[config.mk]
export PLATFORM = sky130hd
export DESIGN_NAME = ascii_infix_calculator
export DESIGN_NICKNAME = d
export VERILOG_FILES = /design/src/hw/rtl/aic_pkg.sv /design/src/hw/rtl/ascii_infix_calculator.sv /design/src/hw/rtl/aic_dp.sv /design/src/hw/rtl/aic_ctrl.sv
export SDC_FILE = /design/constraint.sdc
export NUM_CORES = 2
export LEC_CHECK = 0
export BUFFER_PORTS_ARGS = -buffer_cell sky130_fd_sc_hd__clkbuf_2
export CAP_MARGIN = 15
export CORE_AREA = 5 5 267 269
export DETAILED_ROUTE_END_ITERATION = 12
export DIE_AREA = 0 0 272 274
export PLACE_DENSITY_LB_ADDON = 0.05
export SLEW_MARGIN = 20
export SYNTH_ARGS = -nofsm -noshare
export SYNTH_HDL_FRONTEND = slang
export SYNTH_SLANG_ARGS = --single-unit
[constraint.sdc]
create_clock -name clk -period 9.7 [get_ports clk]
set_clock_uncertainty 0.2 [all_clocks]
set_input_delay 1.455 -clock clk [delete_from_list [all_inputs] [get_ports clk]]
set_output_delay 1.455 -clock clk [all_outputs]
set_load 0.02 [all_outputs]
[src/hw/rtl/aic_pkg.sv]
// Shared types and constants of the ASCII infix calculator.
`timescale 1ns / 1ps

package aic_pkg;

  // Longest operand in decimal digits; a further digit marks the line malformed.
  localparam int unsigned MAX_DIGITS = 8;
  localparam int unsigned CNT_W      = $clog2(MAX_DIGITS + 1);
  localparam int unsigned ACC_W      = 27;
  localparam int unsigned VAL_W      = 32;
  // One restoring step per quotient bit.
  localparam int unsigned DIV_STEPS  = ACC_W;
  localparam int unsigned DCNT_W     = $clog2(DIV_STEPS);

  localparam logic [1:0] OP_ADD = 2'd0;
  localparam logic [1:0] OP_SUB = 2'd1;
  localparam logic [1:0] OP_MUL = 2'd2;
  localparam logic [1:0] OP_DIV = 2'd3;

  localparam logic [1:0] STAT_OK      = 2'd0;
  localparam logic [1:0] STAT_DIVZERO = 2'd1;
  localparam logic [1:0] STAT_BAD     = 2'd2;

  localparam logic [7:0] CH_ZERO  = 8'h30;
  localparam logic [7:0] CH_NINE  = 8'h39;
  localparam logic [7:0] CH_PLUS  = 8'h2B;
  localparam logic [7:0] CH_MINUS = 8'h2D;
  localparam logic [7:0] CH_STAR  = 8'h2A;
  localparam logic [7:0] CH_SLASH = 8'h2F;

  // Commands from the controller to the datapath.
  typedef struct packed {
    logic parse;     // take one byte into the parser
    logic eval;      // evaluate the parsed line
    logic div_step;  // one restoring division step
    logic div_last;  // final division step, capture the quotient
    logic load_out;  // move the result to the output register, restart parser
  } aic_cmd_t;

  // Status from the datapath to the controller.
  typedef struct packed {
    logic malformed;
    logic div_zero;
    logic is_div;
  } aic_stat_t;

endpackage

[src/hw/rtl/ascii_infix_calculator.sv]
// Top level of the ASCII infix calculator.
`timescale 1ns / 1ps

// Parses "number operator number" from a stream of ASCII bytes, one byte per
// request, and returns one result request on the byte marked tlast. Ordinary
// bytes are taken at one per cycle. After the last byte of a line the input is
// held while the controller evaluates and loads the result, and for divide also
// while a restoring divider produces one of the 27 quotient bits per cycle; a
// result not yet taken by the sink holds the input longer. The output register
// lets the next line stream in while a result is pending.

module ascii_infix_calculator (
  input  logic        clk,
  input  logic        rst_n,
  input  logic        in_tvalid,
  output logic        in_tready,
  input  logic [7:0]  in_tdata,   // [7:0] ch
  input  logic        in_tlast,
  output logic        out_tvalid,
  input  logic        out_tready,
  // [31:0] value, [58:32] left_operand, [85:59] right_operand, [87:86] operator_code
  output logic [87:0] out_tdata,
  output logic [1:0]  out_tuser   // [1:0] status
);

  aic_pkg::aic_cmd_t          cmd;
  aic_pkg::aic_stat_t         stat;
  logic [aic_pkg::VAL_W-1:0]  value;
  logic [aic_pkg::ACC_W-1:0]  left_operand;
  logic [aic_pkg::ACC_W-1:0]  right_operand;
  logic [1:0]                 operator_code;

  aic_ctrl u_ctrl (
    .clk        (clk),
    .rst_n      (rst_n),
    .in_tvalid  (in_tvalid),
    .in_tready  (in_tready),
    .in_tlast   (in_tlast),
    .out_tvalid (out_tvalid),
    .out_tready (out_tready),
    .stat       (stat),
    .cmd        (cmd)
  );

  aic_dp u_dp (
    .clk      (clk),
    .rst_n    (rst_n),
    .cmd      (cmd),
    .ch       (in_tdata),
    .stat     (stat),
    .value_o  (value),
    .status_o (out_tuser),
    .left_o   (left_operand),
    .right_o  (right_operand),
    .opcode_o (operator_code)
  );

  assign out_tdata = {operator_code, right_operand, left_operand, value};

endmodule

[src/hw/rtl/aic_dp.sv]
// Datapath: byte parser, operand accumulators, arithmetic and output register.
`timescale 1ns / 1ps

module aic_dp (
  input  logic                                clk,
  input  logic                                rst_n,
  input  aic_pkg::aic_cmd_t                   cmd,
  input  logic [7:0]                          ch,
  output aic_pkg::aic_stat_t                  stat,
  output logic [aic_pkg::VAL_W-1:0]           value_o,
  output logic [1:0]                          status_o,
  output logic [aic_pkg::ACC_W-1:0]           left_o,
  output logic [aic_pkg::ACC_W-1:0]           right_o,
  output logic [1:0]                          opcode_o
);

  typedef enum logic [2:0] {
    PH_SEEK_LEFT  = 3'd0,
    PH_LEFT       = 3'd1,
    PH_SEEK_OP    = 3'd2,
    PH_SEEK_RIGHT = 3'd3,
    PH_RIGHT      = 3'd4,
    PH_DONE       = 3'd5
  } phase_t;

  localparam int unsigned AW = aic_pkg::ACC_W;
  localparam int unsigned CW = aic_pkg::CNT_W;
  localparam int unsigned VW = aic_pkg::VAL_W;

  phase_t          phase_r, phase_nxt;
  logic [AW-1:0]   left_acc_r, left_acc_nxt;
  logic [AW-1:0]   right_acc_r, right_acc_nxt;
  logic [1:0]      op_held_r, op_held_nxt;
  logic [CW-1:0]   digit_cnt_r, digit_cnt_nxt;
  logic            bad_r, bad_nxt;

  logic [AW-1:0]   rem_r, quo_r;
  logic [VW-1:0]   res_r;
  logic [1:0]      stat_r;
  logic [VW-1:0]   value_r;
  logic [1:0]      status_r;
  logic [AW-1:0]   left_out_r, right_out_r;
  logic [1:0]      opcode_r;

  logic            is_dig;
  logic            op_vld;
  logic [1:0]      op_code;
  logic [AW-1:0]   sel_acc;
  logic [CW-1:0]   cnt_base;
  logic            too_long;
  logic [AW-1:0]   acc10;
  logic [CW-1:0]   cnt_inc;

  logic            malformed;
  logic            div_zero;
  logic [VW-1:0]   eval_val;
  logic [2*AW-1:0] product;

  logic [AW:0]     shifted;
  logic [AW:0]     divisor;
  logic [AW:0]     diff;
  logic            ge;
  logic [AW-1:0]   rem_nxt, quo_nxt;

  // Character classes.
  always_comb begin
    is_dig  = ch inside {[aic_pkg::CH_ZERO:aic_pkg::CH_NINE]};
    op_vld  = 1'b1;
    op_code = aic_pkg::OP_ADD;
    case (ch)
      aic_pkg::CH_PLUS:  op_code = aic_pkg::OP_ADD;
      aic_pkg::CH_MINUS: op_code = aic_pkg::OP_SUB;
      aic_pkg::CH_STAR:  op_code = aic_pkg::OP_MUL;
      aic_pkg::CH_SLASH: op_code = aic_pkg::OP_DIV;
      default:           op_vld  = 1'b0;
    endcase
  end

  // Digit append for whichever operand the parser is on. The right operand
  // starts from an empty digit count.
  always_comb begin
    case (phase_r)
      PH_SEEK_LEFT, PH_LEFT: sel_acc = left_acc_r;
      PH_SEEK_RIGHT:         sel_acc = '0;
      default:               sel_acc = right_acc_r;
    endcase
    cnt_base = (phase_r == PH_SEEK_RIGHT) ? '0 : digit_cnt_r;
    too_long = cnt_base >= CW'(aic_pkg::MAX_DIGITS);
    acc10    = (sel_acc << 3) + (sel_acc << 1) + AW'(ch[3:0]);
    cnt_inc  = cnt_base + CW'(1);
  end

  // Parser next state.
  always_comb begin
    phase_nxt     = phase_r;
    left_acc_nxt  = left_acc_r;
    right_acc_nxt = right_acc_r;
    op_held_nxt   = op_held_r;
    digit_cnt_nxt = digit_cnt_r;
    bad_nxt       = bad_r;
    if (cmd.load_out) begin
      phase_nxt     = PH_SEEK_LEFT;
      left_acc_nxt  = '0;
      right_acc_nxt = '0;
      op_held_nxt   = aic_pkg::OP_ADD;
      digit_cnt_nxt = '0;
      bad_nxt       = 1'b0;
    end else if (cmd.parse) begin
      case (phase_r)
        PH_SEEK_LEFT, PH_LEFT: begin
          if (is_dig) begin
            phase_nxt = PH_LEFT;
            if (too_long) begin
              bad_nxt = 1'b1;
            end else begin
              left_acc_nxt  = acc10;
              digit_cnt_nxt = cnt_inc;
            end
          end else if (phase_r == PH_LEFT) begin
            // The byte that ends the left operand may itself be the operator.
            phase_nxt = op_vld ? PH_SEEK_RIGHT : PH_SEEK_OP;
            if (op_vld) begin
              op_held_nxt = op_code;
            end
          end
        end
        PH_SEEK_OP: begin
          if (op_vld) begin
            op_held_nxt = op_code;
            phase_nxt   = PH_SEEK_RIGHT;
          end
        end
        PH_SEEK_RIGHT, PH_RIGHT: begin
          if (is_dig) begin
            phase_nxt = PH_RIGHT;
            if (too_long) begin
              bad_nxt = 1'b1;
            end else begin
              right_acc_nxt = acc10;
              digit_cnt_nxt = cnt_inc;
            end
          end else if (phase_r == PH_RIGHT) begin
            phase_nxt = PH_DONE;
          end
        end
        default: begin
        end
      endcase
    end
  end

  // Evaluation of add, subtract and multiply; division runs in steps.
  always_comb begin
    malformed = bad_r || (phase_r != PH_RIGHT && phase_r != PH_DONE);
    div_zero  = (op_held_r == aic_pkg::OP_DIV) && (right_acc_r == '0);
    product   = (2*AW)'(left_acc_r) * (2*AW)'(right_acc_r);
    case (op_held_r)
      aic_pkg::OP_ADD: eval_val = VW'(left_acc_r) + VW'(right_acc_r);
      aic_pkg::OP_SUB: eval_val = VW'(left_acc_r) - VW'(right_acc_r);
      aic_pkg::OP_MUL: eval_val = product[VW-1:0];
      default:         eval_val = '0;
    endcase
    stat.malformed = malformed;
    stat.div_zero  = div_zero;
    stat.is_div    = op_held_r == aic_pkg::OP_DIV;
  end

  // Restoring divider: one quotient bit per step, MSB first.
  always_comb begin
    shifted = {rem_r, quo_r[AW-1]};
    divisor = {1'b0, right_acc_r};
    diff    = shifted - divisor;
    ge      = shifted >= divisor;
    rem_nxt = ge ? diff[AW-1:0] : shifted[AW-1:0];
    quo_nxt = {quo_r[AW-2:0], ge};
  end

  always_ff @(posedge clk) begin
    if (!rst_n) begin
      phase_r     <= PH_SEEK_LEFT;
      left_acc_r  <= '0;
      right_acc_r <= '0;
      op_held_r   <= aic_pkg::OP_ADD;
      digit_cnt_r <= '0;
      bad_r       <= 1'b0;
    end else begin
      phase_r     <= phase_nxt;
      left_acc_r  <= left_acc_nxt;
      right_acc_r <= right_acc_nxt;
      op_held_r   <= op_held_nxt;
      digit_cnt_r <= digit_cnt_nxt;
      bad_r       <= bad_nxt;
    end
  end

  always_ff @(posedge clk) begin
    if (cmd.eval) begin
      rem_r <= '0;
      quo_r <= left_acc_r;
      if (malformed) begin
        res_r  <= '0;
        stat_r <= aic_pkg::STAT_BAD;
      end else if (div_zero) begin
        res_r  <= '0;
        stat_r <= aic_pkg::STAT_DIVZERO;
      end else begin
        res_r  <= eval_val;
        stat_r <= aic_pkg::STAT_OK;
      end
    end else if (cmd.div_step) begin
      rem_r <= rem_nxt;
      quo_r <= quo_nxt;
      if (cmd.div_last) begin
        res_r <= VW'(quo_nxt);
      end
    end
    if (cmd.load_out) begin
      value_r     <= res_r;
      status_r    <= stat_r;
      left_out_r  <= left_acc_r;
      right_out_r <= right_acc_r;
      opcode_r    <= (phase_r >= PH_SEEK_RIGHT) ? op_held_r : aic_pkg::OP_ADD;
    end
  end

  assign value_o  = value_r;
  assign status_o = status_r;
  assign left_o   = left_out_r;
  assign right_o  = right_out_r;
  assign opcode_o = opcode_r;

endmodule

[src/hw/rtl/aic_ctrl.sv]
// Controller: sequences parsing, evaluation, division and result delivery.
`timescale 1ns / 1ps

module aic_ctrl (
  input  logic               clk,
  input  logic               rst_n,
  input  logic               in_tvalid,
  output logic               in_tready,
  input  logic               in_tlast,
  output logic               out_tvalid,
  input  logic               out_tready,
  input  aic_pkg::aic_stat_t stat,
  output aic_pkg::aic_cmd_t  cmd
);

  typedef enum logic [1:0] {
    ST_PARSE = 2'd0,
    ST_EVAL  = 2'd1,
    ST_DIV   = 2'd2,
    ST_DONE  = 2'd3
  } state_t;

  localparam int unsigned DW = aic_pkg::DCNT_W;

  state_t        state_r, state_nxt;
  logic [DW-1:0] div_cnt_r, div_cnt_nxt;
  logic          out_valid_r, out_valid_nxt;
  logic          in_acc;
  logic          out_free;

  assign in_tready  = state_r == ST_PARSE;
  assign in_acc     = in_tvalid && in_tready;
  assign out_tvalid = out_valid_r;
  // The output register can take a new result once the old one is gone.
  assign out_free   = !out_valid_r || out_tready;

  always_comb begin
    state_nxt    = state_r;
    div_cnt_nxt  = div_cnt_r;
    cmd          = '0;
    cmd.parse    = in_acc;
    case (state_r)
      ST_PARSE: begin
        if (in_acc && in_tlast) begin
          state_nxt = ST_EVAL;
        end
      end
      ST_EVAL: begin
        cmd.eval    = 1'b1;
        div_cnt_nxt = '0;
        if (!stat.malformed && stat.is_div && !stat.div_zero) begin
          state_nxt = ST_DIV;
        end else begin
          state_nxt = ST_DONE;
        end
      end
      ST_DIV: begin
        cmd.div_step = 1'b1;
        div_cnt_nxt  = div_cnt_r + DW'(1);
        if (div_cnt_r == DW'(aic_pkg::DIV_STEPS - 1)) begin
          cmd.div_last = 1'b1;
          state_nxt    = ST_DONE;
        end
      end
      ST_DONE: begin
        if (out_free) begin
          cmd.load_out = 1'b1;
          state_nxt    = ST_PARSE;
        end
      end
      default: state_nxt = ST_PARSE;
    endcase
    if (cmd.load_out) begin
      out_valid_nxt = 1'b1;
    end else if (out_tready) begin
      out_valid_nxt = 1'b0;
    end else begin
      out_valid_nxt = out_valid_r;
    end
  end

  always_ff @(posedge clk) begin
    if (!rst_n) begin
      state_r     <= ST_PARSE;
      div_cnt_r   <= '0;
      out_valid_r <= 1'b0;
    end else begin
      state_r     <= state_nxt;
      div_cnt_r   <= div_cnt_nxt;
      out_valid_r <= out_valid_nxt;
    end
  end

  a_eval_after_last: assert property (@(posedge clk) disable iff (!rst_n)
    state_r == ST_EVAL |-> $past(in_tvalid && in_tready && in_tlast))
    else $error("evaluation started without a last byte");

  a_div_ends: assert property (@(posedge clk) disable iff (!rst_n)
    state_r == ST_DIV && div_cnt_r == DW'(aic_pkg::DIV_STEPS - 1) |=> state_r == ST_DONE)
    else $error("division did not finish after its last step");

  a_load_sets_valid: assert property (@(posedge clk) disable iff (!rst_n)
    cmd.load_out |=> out_valid_r && state_r == ST_PARSE)
    else $error("result load did not raise valid and restart parsing");

endmodule

==> impl_metrics.ini <==
[run_status]
status = finished clean

[routing]
firstDrtPassIters = 6
post_drt_wl_per_cell_um = 25.10
wirelength_um = 109200
drt_iter0_drc = 1896
ant_nets = 0
vias = 24859
routed_via_density = 5.713
remaining_drc_errors = 0

[clock_network]
clk_path_buf_depth = 3
post_cts_buffers = 0
cts_buffers = 29
path_clk_slew_ns = 0.06
cts_tree = done
cts_max_level = 1
root_buffer = clkbuf_16
clkLatencyLatePin_ns = 0.58
cts_resized = 0
hold_buffers = 0
cts_sinks = 250

[yosys]
synth_nets = 4067
synth_cells = 3411
synth-seq-cells = 250
syn_area_sq_um = 30540
synth.distinct_cells = 86
seq_area_frac_synth_pct = 21.34
async_flop_share_pct = 0
avgSynthCellArea_sq_um = 8.953
ys_warn_count = 0
synthTopCellsByArea = fa_1, edfxtp_1, ha_1, inv_1, dfxtp_1
synth_top_area_share_pct = 26.35
ys.flop_type = edfxtp_1
synth_edf_count = 151
yosysTopAreaCell = fa_1

[pwr]
peakVddDrop_v = 0.0001191
swShare_pct = 37.41
power_density_nw_per_um2 = 119.4
p_switching_w = 0.001475
leakage_nw = 15.08
combPwrFrac_pct = 36.1
seqPwrFrac_pct = 36.7
pwr-share-clk_pct = 27.2
p_int_w = 0.002467

[die]
dieArea_sq_um = 74530
die_h_um = 274
coreArea_sq_um = 68350
rows = 96
pin_count = 105
initial_utilization_pct = 44.68
die_w_um = 272

[sta]
setup_slack_ns = 1.759
report.final.hold_viol_count = 0
rsz0062_at_grt = no
fin_hold_ws_ns = 0.2175
tightest_slew_ns = 1.206
fmax_ghz = 0.1259
relSlewSlack_pct = 19.51
setup_violations = 0
slew_viol_final = 0
fin_crit_sh_pct = 81.87
period_minus_slack_ns = 7.941
tns_ns = 0

[final_layout]
final_common_cell = inv_1
area_growth_pct = 8.100
final_nets = 4103
drive_above_1_share_pct = 7.524
mostFrequentLayoutCells = inv_1, nand2_1, fa_1, ha_1, and2_1
num_antenna_cells = 0
final_cell_area_sq_um = 33010
nFillCells = 6636

[grt]
grt_pass1_wl_um = 164600
grt_overflow_total = 0
grt_start_max_net_pins = 85
grt_util_all_layers_pct = 29.21
grt_pass1_vias = 25949
antenna_found_initial = 2

[setup_path]
r2r.worst_path.cells = 22
cp-end-kind = flip-flop
path_class = reg -> reg
cp.arrival_ns = 8.11
start_kind = flip-flop
cp_max_fo = 17
required_ns = 9.87

[place]
hpwl_um = 83520
port-buffer-count = 104
pre_cts_ws_ns = 1.873
place_area_sq_um = 32110
gp_congestion = 0.9539

[min_path]
hold_path_class = reg -> reg
holdPathStages = 0

[run]
cap_viol_max_count = 0
-- worst paths after layout --
kind | slack (ns) | endpoint | startpoint
setup / recovery | 1.76 | u_dp.res_r[29] | u_dp.right_acc_r[7]
hold / removal | 0.22 | u_dp.value_o[9] | u_dp.res_r[9]
setup reg to reg | 1.76 | u_dp.res_r[29] | u_dp.right_acc_r[7]
hold reg to reg | 0.22 | u_dp.value_o[9] | u_dp.res_r[9]
-- flip-flops by register name, summed over array words and instances (netlist names), 4 cells and up --
name              count
u_ctrl.div_cnt_r      5
u_dp.right_acc_r     27
u_dp.left_o          27
u_dp.left_acc_r      27
u_dp.value_o         32
u_dp.quo_r           27
u_dp.digit_cnt_r      4
u_dp.res_r           32
u_dp.rem_r           27
u_dp.right_o         27
-- metal layers --
layer,up-vias,share of wire (%),GRT usage [%]
li1,11093,-,-
met1,12621,42,38.79
met2,932,48,49.93
met3,211,6.3,3.605
met4,2,4.2,9.575
met5,-,0.016,0
-- kinds of logic after synthesis --
family	share of synthesized area (%)
buffers and inverters	9.288
AO/OA/AOI/OAI	12.44
multiplexers	0.6883
flip-flops	21.34
AND/OR/NAND/NOR	16.43
adder cells (fa/ha/maj)	36.23
XOR/XNOR	3.585
-- worst max-delay path, cell delays in order (launching register included) --
cell and delay (ns):
dfxtp_1 0.95, buf_4 0.45, nand2_1 0.12, fa_1 0.53, fa_1 0.46, fa_1 0.51
fa_1 0.51, inv_1 0.06, fa_1 0.49, fa_1 0.50, inv_1 0.05, fa_1 0.47
inv_1 0.04, ha_1 0.35, o21ai_0 0.14, a21oi_1 0.27, nand3_1 0.11, a21oi_1 0.21
o21ai_0 0.20, a31oi_1 0.30, xor2_1 0.37, nand2_1 0.15, a21oi_1 0.29
-- power by group through the flow --
stage,Combinational (W),Clock (W),Sequential [W]
2_1_floorplan,0.00101,0,0.00146
3_3_place_gp,0.00139,0,0.00146
3_5_place_dp,0.00140,0,0.00147
4_1_cts,0.00141,0.00109,0.00145
5_1_grt,0.00155,0.00114,0.00146
6_report,0.00142,0.00107,0.00145
-- metrics by stage --
stage,std cells,util (%),total power (W)
after global placement,4298,46.97,0.002851
final,4351,48.30,0.003942
after detailed placement,4298,46.98,0.002868
after floorplan,3411,-,0.002471
after CTS,4351,48.30,0.003944
after global routing,4351,48.30,0.004153
-- layout make-up --
type | count | area [sq um] | area share (%)
well taps | 882 | 1104 | 3.343
repair buffers | 182 | 1106 | 3.351
flip-flops and latches | 250 | 6520 | 19.75
clock inverters | 13 | 97.59 | 0.2956
inverters | 575 | 2161 | 6.546
clock buffers | 40 | 807.0 | 2.445
multi-input cells | 2409 | 21220 | 64.27
-- Yosys cell counts, drive strengths merged, types with 9 or more instances --
library cell / n
inv: 574
nand2: 471
fa: 402
ha: 241
and2: 217
clkbuf: 166
a21oi: 158
edfxtp: 151
nor2: 149
dfxtp: 99
o21ai: 90
xnor2: 87
a21o: 46
nand2b: 41
nand3: 41
xor2: 38
a211oi: 35
nor3: 32
a22o: 24
a31oi: 23
mux2i: 21
nor2b: 19
o21bai: 18
o211ai: 17
o21a: 17
or3: 15
a22oi: 14
nand4: 14
nor4: 14
o31ai: 14
and3: 13
o221ai: 12
a311oi: 11
buf: 11
o22ai: 11
o2111ai: 9
or2: 9
(Power assumes the default switching activity.)
